==> src/rtl/aabb_pkg.sv <==
// Package for the bounding box block: widths, command codes, state enum, beat and
// control structs. Depends on nothing.
package aabb_pkg;
	localparam int COORD_WIDTH      = 16;
	localparam int MATRIX_FRAC_BITS = 12;
	localparam int FACTOR_WIDTH     = 16;

	typedef enum logic [2:0] {
		CMD_CLEAR     = 3'd0,
		CMD_ADD_VERT  = 3'd1,
		CMD_ADD_BOX   = 3'd2,
		CMD_LOAD_ROW  = 3'd3,
		CMD_TRANSFORM = 3'd4,
		CMD_TEST_PT   = 3'd5,
		CMD_TEST_BOX  = 3'd6,
		CMD_NONE      = 3'd7
	} cmd_t;

	typedef enum logic [2:0] {
		ST_IDLE,
		ST_EXEC,
		ST_XINIT,
		ST_XSTEP,
		ST_XFLUSH,
		ST_XDONE,
		ST_OUT
	} state_t;

	// Input beat: one command with its operands.
	typedef struct packed {
		logic [2:0]                     command;
		logic signed [COORD_WIDTH-1:0]  px;
		logic signed [COORD_WIDTH-1:0]  py;
		logic signed [COORD_WIDTH-1:0]  pz;
		logic signed [COORD_WIDTH-1:0]  qx;
		logic signed [COORD_WIDTH-1:0]  qy;
		logic signed [COORD_WIDTH-1:0]  qz;
		logic [1:0]                     row;
		logic signed [FACTOR_WIDTH-1:0] m0;
		logic signed [FACTOR_WIDTH-1:0] m1;
		logic signed [FACTOR_WIDTH-1:0] m2;
		logic signed [COORD_WIDTH-1:0]  m3;
	} cmd_beat_t;

	// Result beat: test outcome, transformed box and center.
	typedef struct packed {
		logic                          hit;
		logic signed [COORD_WIDTH-1:0] tmin_x;
		logic signed [COORD_WIDTH-1:0] tmin_y;
		logic signed [COORD_WIDTH-1:0] tmin_z;
		logic signed [COORD_WIDTH-1:0] tmax_x;
		logic signed [COORD_WIDTH-1:0] tmax_y;
		logic signed [COORD_WIDTH-1:0] tmax_z;
		logic signed [COORD_WIDTH-1:0] center_x;
		logic signed [COORD_WIDTH-1:0] center_y;
		logic signed [COORD_WIDTH-1:0] center_z;
	} box_beat_t;

	// Controller to datapath commands.
	typedef struct packed {
		logic       latch;    // capture input beat
		logic       exec;     // run the latched command
		logic       xinit;    // reset running min/max
		logic       xstep;    // issue one corner/row product
		logic [2:0] corner;
		logic [1:0] rowsel;
		logic       xdone;    // commit transformed box
	} ctl_t;

	// Datapath to controller status.
	typedef struct packed {
		logic       present;
		logic [2:0] cmd;
	} sts_t;

	localparam int unsigned ROW_LAST    = 2;
	localparam int unsigned CORNER_LAST = 7;
endpackage

==> src/rtl/aabb_dp.sv <==
// Datapath for the bounding box block: base box, matrix, transform MAC, tests.
// Depends on aabb_pkg.
module aabb_dp #(
	parameter int CW = 16,
	parameter int FB = 12
) (
	input  logic               clk,
	input  logic               arst_n,
	input  aabb_pkg::ctl_t     ctl,
	output aabb_pkg::sts_t     sts,
	input  logic [2:0]         command,
	input  logic signed [CW-1:0] px, py, pz, qx, qy, qz,
	input  logic [1:0]         row,
	input  logic signed [15:0] m0, m1, m2,
	input  logic signed [CW-1:0] m3,
	output logic               hit,
	output logic signed [CW-1:0] tmin [3],
	output logic signed [CW-1:0] tmax [3],
	output logic signed [CW-1:0] cen [3]
);
	import aabb_pkg::*;

	localparam int PW = CW + 16 + 1;        // one product
	localparam int AW = PW + 3 + FB;        // sum of four terms
	localparam logic signed [CW-1:0] CMAX = {1'b0, {(CW-1){1'b1}}};
	localparam logic signed [CW-1:0] CMIN = {1'b1, {(CW-1){1'b0}}};

	logic [2:0]         cmd_q;
	logic signed [CW-1:0] p_q [3];
	logic signed [CW-1:0] q_q [3];
	logic [1:0]         row_q;
	logic signed [15:0] mf_q [3];
	logic signed [CW-1:0] mt_q;

	logic signed [CW-1:0] bmin_q [3];
	logic signed [CW-1:0] bmax_q [3];
	logic               present_q;
	logic signed [15:0] mat_q [3][3];
	logic signed [CW-1:0] trn_q [3];
	logic signed [CW-1:0] lo_q [3];
	logic signed [CW-1:0] hi_q [3];
	logic               hit_q;

	// Product stage registers.
	logic signed [PW-1:0] pr_s1 [3];
	logic signed [AW-1:0] tr_s1;
	logic [1:0]           r_s1;
	logic                 v_s1;

	assign sts.present = present_q;
	assign sts.cmd     = cmd_q;
	assign hit         = hit_q;

	// Capture the input beat.
	always_ff @(posedge clk) begin
		if (ctl.latch) begin
			cmd_q <= command;
			p_q[0] <= px; p_q[1] <= py; p_q[2] <= pz;
			q_q[0] <= qx; q_q[1] <= qy; q_q[2] <= qz;
			row_q <= row;
			mf_q[0] <= m0; mf_q[1] <= m1; mf_q[2] <= m2;
			mt_q <= m3;
		end
	end

	// Execute the latched command on stored state.
	always_ff @(posedge clk or negedge arst_n) begin
		if (!arst_n) begin
			present_q <= 1'b0;
			hit_q     <= 1'b0;
			for (int i = 0; i < 3; i++) begin
				bmin_q[i] <= CMAX;
				bmax_q[i] <= CMIN;
				trn_q[i]  <= '0;
				for (int j = 0; j < 3; j++) mat_q[i][j] <= '0;
			end
		end else if (ctl.exec) begin
			hit_q <= 1'b0;
			unique case (cmd_q)
				CMD_CLEAR: begin
					present_q <= 1'b0;
					for (int i = 0; i < 3; i++) begin
						bmin_q[i] <= CMAX;
						bmax_q[i] <= CMIN;
					end
				end
				CMD_ADD_VERT, CMD_ADD_BOX: begin
					present_q <= 1'b1;
					for (int i = 0; i < 3; i++) begin
						if (p_q[i] < bmin_q[i]) bmin_q[i] <= p_q[i];
						if (cmd_q == CMD_ADD_VERT) begin
							if (p_q[i] > bmax_q[i]) bmax_q[i] <= p_q[i];
						end else if (q_q[i] > bmax_q[i]) begin
							bmax_q[i] <= q_q[i];
						end
					end
				end
				CMD_LOAD_ROW: begin
					if (row_q != 2'd3) begin
						for (int j = 0; j < 3; j++) mat_q[row_q][j] <= mf_q[j];
						trn_q[row_q] <= mt_q;
					end
				end
				CMD_TEST_PT: begin
					hit_q <= 1'b1;
					for (int i = 0; i < 3; i++)
						if (p_q[i] < tmin[i] || p_q[i] > tmax[i]) hit_q <= 1'b0;
				end
				CMD_TEST_BOX: begin
					hit_q <= 1'b1;
					for (int i = 0; i < 3; i++)
						if (tmin[i] > q_q[i] || tmax[i] < p_q[i]) hit_q <= 1'b0;
				end
				default: ;
			endcase
		end
	end

	// Corner selection and three products per step.
	logic signed [CW-1:0] c [3];
	always_comb begin
		c[0] = (ctl.corner[1] ^ ctl.corner[0]) ? bmax_q[0] : bmin_q[0];
		c[1] = ctl.corner[1] ? bmax_q[1] : bmin_q[1];
		c[2] = ctl.corner[2] ? bmax_q[2] : bmin_q[2];
	end

	always_ff @(posedge clk or negedge arst_n) begin
		if (!arst_n) v_s1 <= 1'b0;
		else v_s1 <= ctl.xstep;
	end

	always_ff @(posedge clk) begin
		for (int j = 0; j < 3; j++)
			pr_s1[j] <= PW'(mat_q[ctl.rowsel][j]) * PW'(c[j]);
		tr_s1 <= AW'(trn_q[ctl.rowsel]) <<< FB;
		r_s1  <= ctl.rowsel;
	end

	// Sum, floor shift, saturate.
	logic signed [AW-1:0] acc, sh;
	logic signed [CW-1:0] v;
	always_comb begin
		acc = AW'(pr_s1[0]) + AW'(pr_s1[1]) + AW'(pr_s1[2]) + tr_s1;
		sh  = acc >>> FB;
		if (sh > AW'(CMAX)) v = CMAX;
		else if (sh < AW'(CMIN)) v = CMIN;
		else v = sh[CW-1:0];
	end

	// Track running min/max and commit the transformed box.
	logic signed [CW:0] hs [3];
	always_comb begin
		for (int i = 0; i < 3; i++) hs[i] = ((CW+1)'(lo_q[i]) + (CW+1)'(hi_q[i])) >>> 1;
	end

	always_ff @(posedge clk or negedge arst_n) begin
		if (!arst_n) begin
			for (int i = 0; i < 3; i++) begin
				tmin[i] <= '0; tmax[i] <= '0; cen[i] <= '0;
			end
		end else if (ctl.xdone) begin
			for (int i = 0; i < 3; i++) begin
				tmin[i] <= lo_q[i];
				tmax[i] <= hi_q[i];
				cen[i]  <= hs[i][CW-1:0];
			end
		end
	end

	always_ff @(posedge clk) begin
		if (ctl.xinit) begin
			for (int i = 0; i < 3; i++) begin
				lo_q[i] <= CMAX; hi_q[i] <= CMIN;
			end
		end else if (v_s1) begin
			if (v < lo_q[r_s1]) lo_q[r_s1] <= v;
			if (v > hi_q[r_s1]) hi_q[r_s1] <= v;
		end
	end
endmodule

==> config.mk <==
export PLATFORM = sky130hd
export DESIGN_NAME = aabb_dp
export DESIGN_NICKNAME = d
export VERILOG_FILES = /design/src/rtl/aabb_pkg.sv /design/src/rtl/aabb_dp.sv
export SDC_FILE = /design/constraint.sdc
export NUM_CORES = 2
export LEC_CHECK = 0
export BUFFER_PORTS_ARGS = -buffer_cell sky130_fd_sc_hd__buf_2
export CAP_MARGIN = 20
export CORE_MARGIN = 2
export CORE_UTILIZATION = 30
export CTS_BUF_LIST = sky130_fd_sc_hd__clkbuf_16
export CTS_CLUSTER_DIAMETER = 60
export CTS_CLUSTER_SIZE = 25
export DETAILED_ROUTE_END_ITERATION = 8
export SLEW_MARGIN = 25
export SYNTH_ARGS = -nofsm -noshare
export SYNTH_HDL_FRONTEND = slang
export SYNTH_SLANG_ARGS = --single-unit
==> constraint.sdc <==
create_clock -name clk -period 7.3 [get_ports clk]
set_clock_uncertainty 0.05 [all_clocks]
set_input_delay 0.73 -clock clk [delete_from_list [all_inputs] [get_ports clk]]
set_output_delay 0.73 -clock clk [all_outputs]
set_load 0.03 [all_outputs]
==> impl_results.md <==
* Highest Signal Layer: met5
* Fin area at 86600 um^2
* Core area at 239000 um^2
* CTS sink count at 842
* Top_reg_cell synth: dfrtp_1
* Finish-stage setup viols at 0
* Max clock buf depth at 3
* Fill count at 23900
* CP Launch Type: flip-flop
* Antenna violations before repair at 23
* Crit path max-delay family: simple AND/OR/NAND/NOR gates
* Drt initial violations at 3539
* Final HPWL from detailed placement at 199 mm
* Avg Cell Area, Syn at 10.4 um^2
* RD Place Congestion at 0.961
* Max Cap Viol at 0
* Routed via count at 53400
* Root Driver: clkbuf_16
* Gr usage total at 19.4%
* Min Hold Slack at 106 ps
* Critical path buffers and inverters at 8
* Cts bufs inserted at 91
* Rows at 179
* Register area at 22100 um^2
* Share of post-route cells with drive strength above 1 at 21.9%
* Chip width at 494 um
* CP Class: reg -> reg
* Final Util at 36.3%
* Critical Path Max Stage Delay at 620 ps
* Class of the tightest hold or removal check: in -> reg
* I/O Pins at 326
* Syn Nets at 8585
* Synth Register Bits at 842
* CTS tree: done
* Slew HR at 21.6%
* Overflow left after global routing at 0
* Placed cell areas at 82600 um^2
* Metal2 WL at 108 mm
* Asr flop ratio synth at 51.7%
* Crit end category: flip-flop
* Routed vias/inst at 4.82
* Final Hold Viols at 0
* Met1 wire length at 107 mm
* CP startpoint: tr_s1[18]$_DFF_P_
* Arr. time, crit path at 7570 ps
* Clock Latency Late Sink at 780 ps
* Required time worst endpoint at 7720 ps
* Pre-antenna DRT Iters at 5
* Avg WL per Cell at 21.4 um
* Die H at 494 um
* Register area share after synthesis at 30.5%
* Worst r2r src: tr_s1[18]$_DFF_P_
* CTS H-tree lvls at 3
* Reg clk slew, reported paths at 70 ps
* Initial Util at 30.2%
* Area grow syn2layout at 20.2%
* Vias in the first global route at 56100
* Synth cell types at 87
* Fin crit period at 7160 ps
* EDFF count, synth at 293
* DRC viols at 0
* Routed wire length at 237 mm
* Mapped Cells at 6926
* Hold Crit Start: m1[14]
* Fin crit share at 98.0%
* Synth warn at 0
* Slew Limit Fails at 0
* Final TNS setup at 0 ps
* Multi-input combinational cell area at 45000 um^2
* First-pass GRT wire length at 356 mm
* Final ANT Viol Nets at 0
* # port buffers at 325
* Largest net degree at the start of global routing at 147
* CP max stage cell: or4b_2
* Crit-path max FO at 16
* Mapped Area at 72100 um^2
* WL met3 at 13.8 mm
* Die area at 244000 um^2
* Nets@finish at 9487
* Fmax at 140 MHz
* Status: finished, final reports clean
* Tightest Pin Transition at 1180 ps
-- worst register-to-register path, delay by kind of cell (launching register included) --
| family | cells | cell delay [ps] |
|---|---|---|
| simple gates | 9 | 1990 |
| compound gates | 8 | 1840 |
| fa+ha+maj | 4 | 1530 |
| buf+inv | 8 | 960 |
| flops | 1 | 380 |
| xor+xnor | 1 | 150 |
-- logic make-up (layout without fill, tap and decap cells) --
group | count (synthesis) | count (layout) | share of synthesized area (%)
AND/OR/NAND/NOR | 1561 | 1561 | 9.51
buffers and inverters | 1504 | 2485 | 7.95
adder cells (fa/ha/maj) | 1482 | 1482 | 34.5
AO/OA/AOI/OAI | 953 | 953 | 8.66
flip-flops | 842 | 842 | 30.5
multiplexers | 427 | 427 | 6.96
XOR/XNOR | 157 | 157 | 1.91
other | 0 | 5 | 0
-- metal layers --
metal | vias to the layer above | track usage (%)
li1 | 24400 | -
met1 | 27200 | 26.9
met2 | 1493 | 31.0
met3 | 299 | 2.97
met4 | 28 | 6.48
met5 | - | 0
-- worst paths after layout --
kind	to	slack (ps)	cells after the start
worst max-delay path	hi_q[2][5]$_SDFFCE_PN0P_	140	30
worst min-delay path	mf_q[0][30]$_DFFE_PP_	110	1
worst max register to register	hi_q[2][5]$_SDFFCE_PN0P_	140	30
worst min register to register	tr_s1[20]$_DFF_P_	430	2
max in group asynchronous	mat_q[56]$_DFFE_PN0P_	5440	3
min in group asynchronous	tmax[3]$_DFFE_PN0P_	440	2
-- state kept, by name, indices dropped and copies added, names as in the netlist, 2 cells and up --
name	cells
cen	48
lo_q	64
q_q	48
trn_q	48
p_q	48
mf_q	48
tmax	48
row_q	2
mat_q	144
pr_s1	96
tmin	48
bmin_q	48
tr_s1	16
bmax_q	48
r_s1	2
mt_q	16
cmd_q	3
hi_q	64
-- layout make-up --
class	instances	area share (%)
clock buffers	93	2.69
clock inverters	79	1.11
diodes	5	0.0144
well taps	3167	4.57
repair buffers	1034	8.62
inverters	1279	5.55
multi-input cells	4580	52.0
flip-flops and latches	842	25.5
-- what timing repair did --
item / in CTS / in global routing
gates resized for setup: 63 / 102
hold buffers: 1 / 0
pin swaps: 21 / 44
buffers inserted: 10 / 3
cloned: 1 / 0
setup endpoints to repair: 224 / 235
endpoints found under the hold margin: 40 / 0
-- cell usage in the layout (no fill, tap or decap), types with 86 or more instances in the layout --
cell type | Yosys | final
o21ai_0 | 191 | 174
ha_1 | 641 | 632
buf_4 | 8 | 664
xnor2_1 | 115 | 112
dfrtp_1 | 387 | 387
nand2_1 | 690 | 689
buf_2 | 6 | 321
dfxtp_1 | 114 | 89
clkbuf_16 | 0 | 93
nor2_1 | 447 | 441
nand2b_1 | 87 | 86
fa_1 | 841 | 839
edfxtp_1 | 293 | 293
a21o_1 | 173 | 172
inv_1 | 1279 | 1274
mux2_2 | 273 | 273
a21oi_1 | 219 | 199
mux2i_1 | 122 | 121
-- metrics by stage --
step	cells	worst slack [ps]
after floorplan	6926	-183
after global placement	10900	-706
after detailed placement	10900	-776
after CTS	11100	31.6
after global routing	11100	-83.6
final	11100	143
-- cell usage after synthesis, drive strengths merged, types with 173 or more instances --
master,instances,area [um^2]
a21oi,219,1100
fa,841,16800
ha,641,8020
inv,1279,4800
clkbuf,175,657
nor2,448,1680
nand2,690,2590
dfrtp,387,9680
mux2,273,3070
a21o,173,1300
o21ai,225,1130
edfxtp,293,8800
Power is left out: the tool's default activity adds up to more than one toggle a clock period on the data nets, which glitch-free logic cannot reach.
